==> src/rtl/mhpq_pkg.sv <==
// Shared types and constants for the min-heap priority queue.
// Used by the top, the sequencer and the testbench; depends on nothing else.
`timescale 1ns / 1ps
`default_nettype none

package mhpq_pkg;

  localparam int CAPACITY   = 1024;
  localparam int VALUE_BITS = 32;
  localparam int ADDR_BITS  = $clog2(CAPACITY);
  localparam int COUNT_BITS = $clog2(CAPACITY + 1);
  // Child indexes reach 2 * CAPACITY, one bit past the count width.
  localparam int CHILD_BITS = ADDR_BITS + 2;

  typedef enum logic {
    HF_PUSH = 1'b0,
    HF_POP  = 1'b1
  } heap_func_t;

  typedef enum logic [1:0] {
    ST_OK    = 2'd0,
    ST_EMPTY = 2'd1,
    ST_FULL  = 2'd2
  } heap_status_t;

  typedef struct packed {
    heap_func_t                    func;
    logic signed [VALUE_BITS-1:0]  value;
  } heap_req_t;

  typedef struct packed {
    logic signed [VALUE_BITS-1:0]  min_value;
    logic                          is_empty;
    logic [COUNT_BITS-1:0]         entry_total;
    heap_status_t                  status;
  } heap_rsp_t;

  // Memory control from the sequencer to the store.
  typedef struct packed {
    logic                          we;
    logic [ADDR_BITS-1:0]          waddr;
    logic signed [VALUE_BITS-1:0]  wdata;
    logic                          re;
    logic [ADDR_BITS-1:0]          ra;
    logic [ADDR_BITS-1:0]          rb;
  } mhpq_mem_t;

  typedef enum logic [2:0] {
    S_IDLE,
    S_UP_RD,
    S_UP_CMP,
    S_POP_RD,
    S_POP_LAST,
    S_DN_RD,
    S_DN_CMP,
    S_DONE
  } mhpq_state_t;

endpackage

`default_nettype wire

==> src/rtl/mhpq_ctrl.sv <==
// Heap sequencer: push with sift-up, pop with sift-down, over the heap store.
// Depends on mhpq_pkg; drives the store through an mhpq_mem_t bundle.
`timescale 1ns / 1ps
`default_nettype none

module mhpq_ctrl (
  input  wire logic                                   clk,
  input  wire logic                                   rst,
  input  wire logic                                   req_valid,
  input  wire mhpq_pkg::heap_req_t                    req,
  output      logic                                   req_stall,
  input  wire logic                                   slot_free,
  output      logic                                   res_valid,
  output      mhpq_pkg::heap_rsp_t                    res,
  output      mhpq_pkg::mhpq_mem_t                    mem,
  input  wire logic signed [mhpq_pkg::VALUE_BITS-1:0] rd_a,
  input  wire logic signed [mhpq_pkg::VALUE_BITS-1:0] rd_b
);

  import mhpq_pkg::*;

  mhpq_state_t                  state, state_next;
  logic [COUNT_BITS-1:0]        count, count_next;
  logic [ADDR_BITS-1:0]         pos, pos_next;
  logic signed [VALUE_BITS-1:0] cur, cur_next;
  heap_status_t                 status, status_next;
  logic signed [VALUE_BITS-1:0] root;

  logic [ADDR_BITS-1:0]         parent;
  logic [CHILD_BITS-1:0]        lchild, rchild, count_wide;
  logic                         pick_right;
  logic signed [VALUE_BITS-1:0] pick_val;
  logic [ADDR_BITS-1:0]         pick_idx;

  // The value being placed is carried in cur, and the hole at pos moves
  // instead of swapping, so each level costs one read and one compare.
  assign parent     = (pos - ADDR_BITS'(1)) >> 1;
  assign lchild     = {1'b0, pos, 1'b1};
  assign rchild     = lchild + CHILD_BITS'(1);
  assign count_wide = CHILD_BITS'(count);
  assign pick_right = (rchild < count_wide) && (rd_b < rd_a);
  assign pick_val   = pick_right ? rd_b : rd_a;
  assign pick_idx   = pick_right ? rchild[ADDR_BITS-1:0] : lchild[ADDR_BITS-1:0];

  always_ff @(posedge clk) begin
    if (rst) begin
      state <= S_IDLE;
      count <= '0;
    end else begin
      state <= state_next;
      count <= count_next;
    end
  end

  always_ff @(posedge clk) begin
    pos    <= pos_next;
    cur    <= cur_next;
    status <= status_next;
    if (mem.we && mem.waddr == '0) begin
      root <= mem.wdata;
    end
  end

  always_comb begin
    state_next  = state;
    count_next  = count;
    pos_next    = pos;
    cur_next    = cur;
    status_next = status;
    mem         = '0;
    res_valid   = 1'b0;
    req_stall   = (state != S_IDLE);
    case (state)
      S_IDLE: begin
        if (req_valid) begin
          status_next = ST_OK;
          if (req.func == HF_PUSH) begin
            if (count == COUNT_BITS'(CAPACITY)) begin
              status_next = ST_FULL;
              state_next  = S_DONE;
            end else begin
              cur_next   = req.value;
              pos_next   = count[ADDR_BITS-1:0];
              count_next = count + COUNT_BITS'(1);
              state_next = S_UP_RD;
            end
          end else begin
            if (count == '0) begin
              status_next = ST_EMPTY;
              state_next  = S_DONE;
            end else begin
              count_next = count - COUNT_BITS'(1);
              state_next = (count == COUNT_BITS'(1)) ? S_DONE : S_POP_RD;
            end
          end
        end
      end
      S_UP_RD: begin
        if (pos == '0) begin
          mem.we     = 1'b1;
          mem.waddr  = pos;
          mem.wdata  = cur;
          state_next = S_DONE;
        end else begin
          mem.re     = 1'b1;
          mem.ra     = parent;
          state_next = S_UP_CMP;
        end
      end
      S_UP_CMP: begin
        mem.we    = 1'b1;
        mem.waddr = pos;
        if (cur < rd_a) begin
          mem.wdata  = rd_a;
          pos_next   = parent;
          state_next = S_UP_RD;
        end else begin
          mem.wdata  = cur;
          state_next = S_DONE;
        end
      end
      S_POP_RD: begin
        // The count is already decremented, so it indexes the last entry.
        mem.re     = 1'b1;
        mem.ra     = count[ADDR_BITS-1:0];
        state_next = S_POP_LAST;
      end
      S_POP_LAST: begin
        cur_next   = rd_a;
        pos_next   = '0;
        state_next = S_DN_RD;
      end
      S_DN_RD: begin
        if (lchild >= count_wide) begin
          mem.we     = 1'b1;
          mem.waddr  = pos;
          mem.wdata  = cur;
          state_next = S_DONE;
        end else begin
          mem.re     = 1'b1;
          mem.ra     = lchild[ADDR_BITS-1:0];
          mem.rb     = rchild[ADDR_BITS-1:0];
          state_next = S_DN_CMP;
        end
      end
      S_DN_CMP: begin
        mem.we    = 1'b1;
        mem.waddr = pos;
        if (pick_val < cur) begin
          mem.wdata  = pick_val;
          pos_next   = pick_idx;
          state_next = S_DN_RD;
        end else begin
          mem.wdata  = cur;
          state_next = S_DONE;
        end
      end
      S_DONE: begin
        if (slot_free) begin
          res_valid  = 1'b1;
          state_next = S_IDLE;
        end
      end
      default: begin
        state_next = S_IDLE;
      end
    endcase
  end

  always_comb begin
    res.min_value   = (count == '0) ? '0 : root;
    res.is_empty    = (count == '0);
    res.entry_total = count;
    res.status      = status;
  end

  // Reads and writes of the store never share a cycle, which is what keeps
  // the sift loops free of read-after-write hazards.
  a_no_rw_overlap: assert property (@(posedge clk) disable iff (rst)
    !(mem.we && mem.re))
    else $error("store read and write issued in the same cycle");

  a_write_in_range: assert property (@(posedge clk) disable iff (rst)
    mem.we |-> (COUNT_BITS'(mem.waddr) < count))
    else $error("store write beyond the live entries");

  a_count_cap: assert property (@(posedge clk) disable iff (rst)
    count <= COUNT_BITS'(CAPACITY))
    else $error("entry count above capacity");

  a_result_then_idle: assert property (@(posedge clk) disable iff (rst)
    res_valid |=> (state == S_IDLE))
    else $error("sequencer not idle after delivering a result");

  a_count_moves_on_accept: assert property (@(posedge clk) disable iff (rst)
    (state != S_IDLE) |=> $stable(count) || $past(state) == S_IDLE)
    else $error("entry count changed outside of item acceptance");

endmodule

`default_nettype wire

==> config.mk <==
export PLATFORM = sky130hd
export DESIGN_NAME = mhpq_ctrl
export DESIGN_NICKNAME = d
export VERILOG_FILES = /design/src/rtl/mhpq_pkg.sv /design/src/rtl/mhpq_ctrl.sv
export SDC_FILE = /design/constraint.sdc
export NUM_CORES = 1
export LEC_CHECK = 0
export BUFFER_PORTS_ARGS = -buffer_cell sky130_fd_sc_hd__buf_2
export CAP_MARGIN = 20
export CORE_ASPECT_RATIO = 1.5
export CORE_MARGIN = 2
export CORE_UTILIZATION = 55
export CTS_CLUSTER_SIZE = 25
export DETAILED_ROUTE_END_ITERATION = 6
export MAX_ROUTING_LAYER = met4
export PLACE_DENSITY = 0.88
export SYNTH_ARGS = -nofsm -noshare
export SYNTH_HDL_FRONTEND = slang
export SYNTH_SLANG_ARGS = --single-unit
==> constraint.sdc <==
create_clock -name clk -period 14.3 [get_ports clk]
set_input_delay 2.145 -clock clk [delete_from_list [all_inputs] [get_ports clk]]
set_output_delay 2.145 -clock clk [all_outputs]
set_load 0.1 [all_outputs]
==> flow_summary.yaml <==
synthesis:
  synth-edff-count: 76
  synth-main-ff-cell: "edfxtp_1"
  synth_area_leaders: "edfxtp_1 (26%), ha_1 (17%), mux2_4 (4.7%)"
  synth_warnings: 0
  syn_area_um2: 8860
  seq_area_frac_synth: 0.289
  synth_top_cell_area_share: 0.258
  ys_ff_latch: 90
  syn-num-nets: 1208
  synth_largest_area_cell: "edfxtp_1"
  async_flop_share: 0
  avgSynthCellArea_um2: 9.01
  netlist-cell-type-count: 76
  syn_inst: 984
sta:
  tightest_slew_ns: 1.07
  slew_viol_final: 0
  finClkSkew_ns: 0.0106
  setup_viol: 0
  fmax_mhz: 94.8
  rsz0062_at_grt: "false"
  fin_crit_sh: 0.738
  slew_headroom: 0.285
  fin_crit_ns: 10.55
  fin_tns_setup_ns: 0
  report.final.hold_viol_count: 0
final_layout:
  nNetsFinal: 1393
  syn2layout_area_growth_pct: 16.4
  final_common_cell: "buf_2"
  final_cell_mix: "buf_2 (211), ha_1 (123), inv_1 (92)"
  antenna_cells: 0
  drive_above_1_share: 0.242
floorplan:
  start_util: 0.565
  die_y_um: 159
  dieArea_um2: 17200
  die_x_um: 108
  ios: 213
  core_area_um2: 15700
  rows: 56
clock_tree:
  clock_tree.root_cell: "clkbuf_16"
  hold_buffers: 0
  cts_sinks: 90
  cts_tree: "yes"
  cts_repair_resize_count: 0
  cts_setup_buffers: 0
  h-tree-depth: 3
  clk_pin_slew_ns: 0.07
  cts_buffer_depth: 2
  clock_latency_ns: 0.35
  cts_made_buffers: 9
route:
  first_pass_iters: 5
  drt-total-wl_mm: 26.4
  drt_iter0_drc: 551
  vias: 8367
  viasPerCell: 6.08
  route.detailed.drc: 0
  ant_nets: 0
  post_drt_wl_per_cell_um: 19.2
setup_path:
  start_kind: "primary input"
  worstPathArrival_ns: 8.40
  crit_fanout: 42
  critPathKind: "primary input to primary output"
  endpoint_kind: "primary output"
  required_ns: 12.15
global_routing:
  grt_overflow: 0
  grt.total_usage: 0.315
  antenna_found_initial: 0
  grt_max_degree: 64
  grt_first_pass_wirelength_mm: 41.7
  grt_pass1_vias: 8372
placed_design:
  io_buffers: 211
  hpwl_mm: 20.6
  routabilityCongestion: 0.972
run:
  max-cap-violations: 0
outcome:
  status: "completed"
hold_path:
  hold_path.class: "flip-flop to flip-flop"
[state kept, by name, indices dropped and copies added, names as in the netlist]
name / count
cur: 32
root: 32
count: 11
pos: 10
state: 3
status: 2
[stage by stage]
step / hold slack [ns] / setup slack, ns / utilization / cells / cell area, um^2
6_report: 0.567 / 3.75 / 0.657 / 1377 / 10300
5_1_grt: 0.575 / 3.45 / 0.657 / 1377 / 10300
4_1_cts: 0.562 / 3.86 / 0.655 / 1375 / 10300
3_5_place_dp: 0.551 / 3.89 / 0.636 / 1359 / 9980
3_3_place_gp: 0.532 / 4.11 / 0.636 / 1359 / 9980
2_1_floorplan: 0.503 / 4.97 / - / 984 / 8860
[per-layer routing]
| layer | global-route usage | wire length [um] |
|---|---|---|
| met5 | - | 0 |
| met1 | 0.340 | 9680 |
| met4 | 0.181 | 1480 |
| met2 | 0.549 | 13700 |
| met3 | 0.0344 | 1590 |
[cell families (layout without fill, tap and decap cells)]
group / after synthesis / count (layout) / share of synthesized area
buffers and inverters: 136 / 326 / 0.0650
AO/OA/AOI/OAI: 227 / 227 / 0.184
AND/OR/NAND/NOR: 338 / 338 / 0.198
other: 1 / 1 / 0.000423
XOR/XNOR: 33 / 33 / 0.0326
adder cells (fa/ha/maj): 123 / 123 / 0.174
multiplexers: 36 / 36 / 0.0570
flip-flops: 90 / 90 / 0.289
[synthesized netlist by cell type, types with 4 or more instances]
master and count:
ha_1 123, inv_1 92, nand2_1 78, edfxtp_1 76, nor2_1 67, o21ai_0 58
and2_1 51, a21oi_1 49, nor2b_1 41, a221o_1 38, mux2_4 28, clkbuf_1 27
xnor2_1 25, nand3_1 19, nand4_1 17, nor3_1 17, a21o_1 15, dfxtp_1 14
nand2b_1 13, nor4_1 11, a211oi_1 8, xor2_1 8, buf_2 7, buf_6 7
a31oi_1 5, a2111oi_1 4, and4_1 4, mux2_2 4, mux2i_1 4
[cell type report]
| class | instances | area [um^2] |
|---|---|---|
| fill | 1314 | 5380 |
| clock buffer | 10 | 229 |
| sequential | 90 | 2560 |
| clock inverter | 6 | 66.3 |
| tap | 203 | 254 |
| inverter | 93 | 349 |
| timing repair buffer | 217 | 1120 |
| multi-input combinational | 758 | 5730 |
[worst max-delay path, stage by stage]
cell and delay, ns:
buf_2 0.13, inv_1 0.07, ha_1 0.32, a21o_1 0.19, a2111o_1 0.41, a221oi_2 0.29, a31o_2 0.24, nand3_4 0.59
mux2_2 0.56, ha_1 0.38, nand2_1 0.12, nor4_1 0.46, nand2_1 0.19, nor4_2 0.40, a31oi_1 0.18, o211ai_2 0.62
buf_4 0.36, nor2b_1 0.11, a221o_1 0.29, buf_2 0.30
[final timing paths]
| check | start | end | slack, ns | cells after the start |
|---|---|---|---|---|
| max | rd_a[29] | mem[40] | 3.75 | 20 |
| min | state[1] | state[1] | 0.57 | 2 |
| max reg2reg | pos[2] | root[19] | 6.96 | 20 |
| min reg2reg | state[1] | state[1] | 0.57 | 2 |
Power is not shown: default switching activity piles up to over one toggle a cycle in this logic, so the estimate is an artifact.
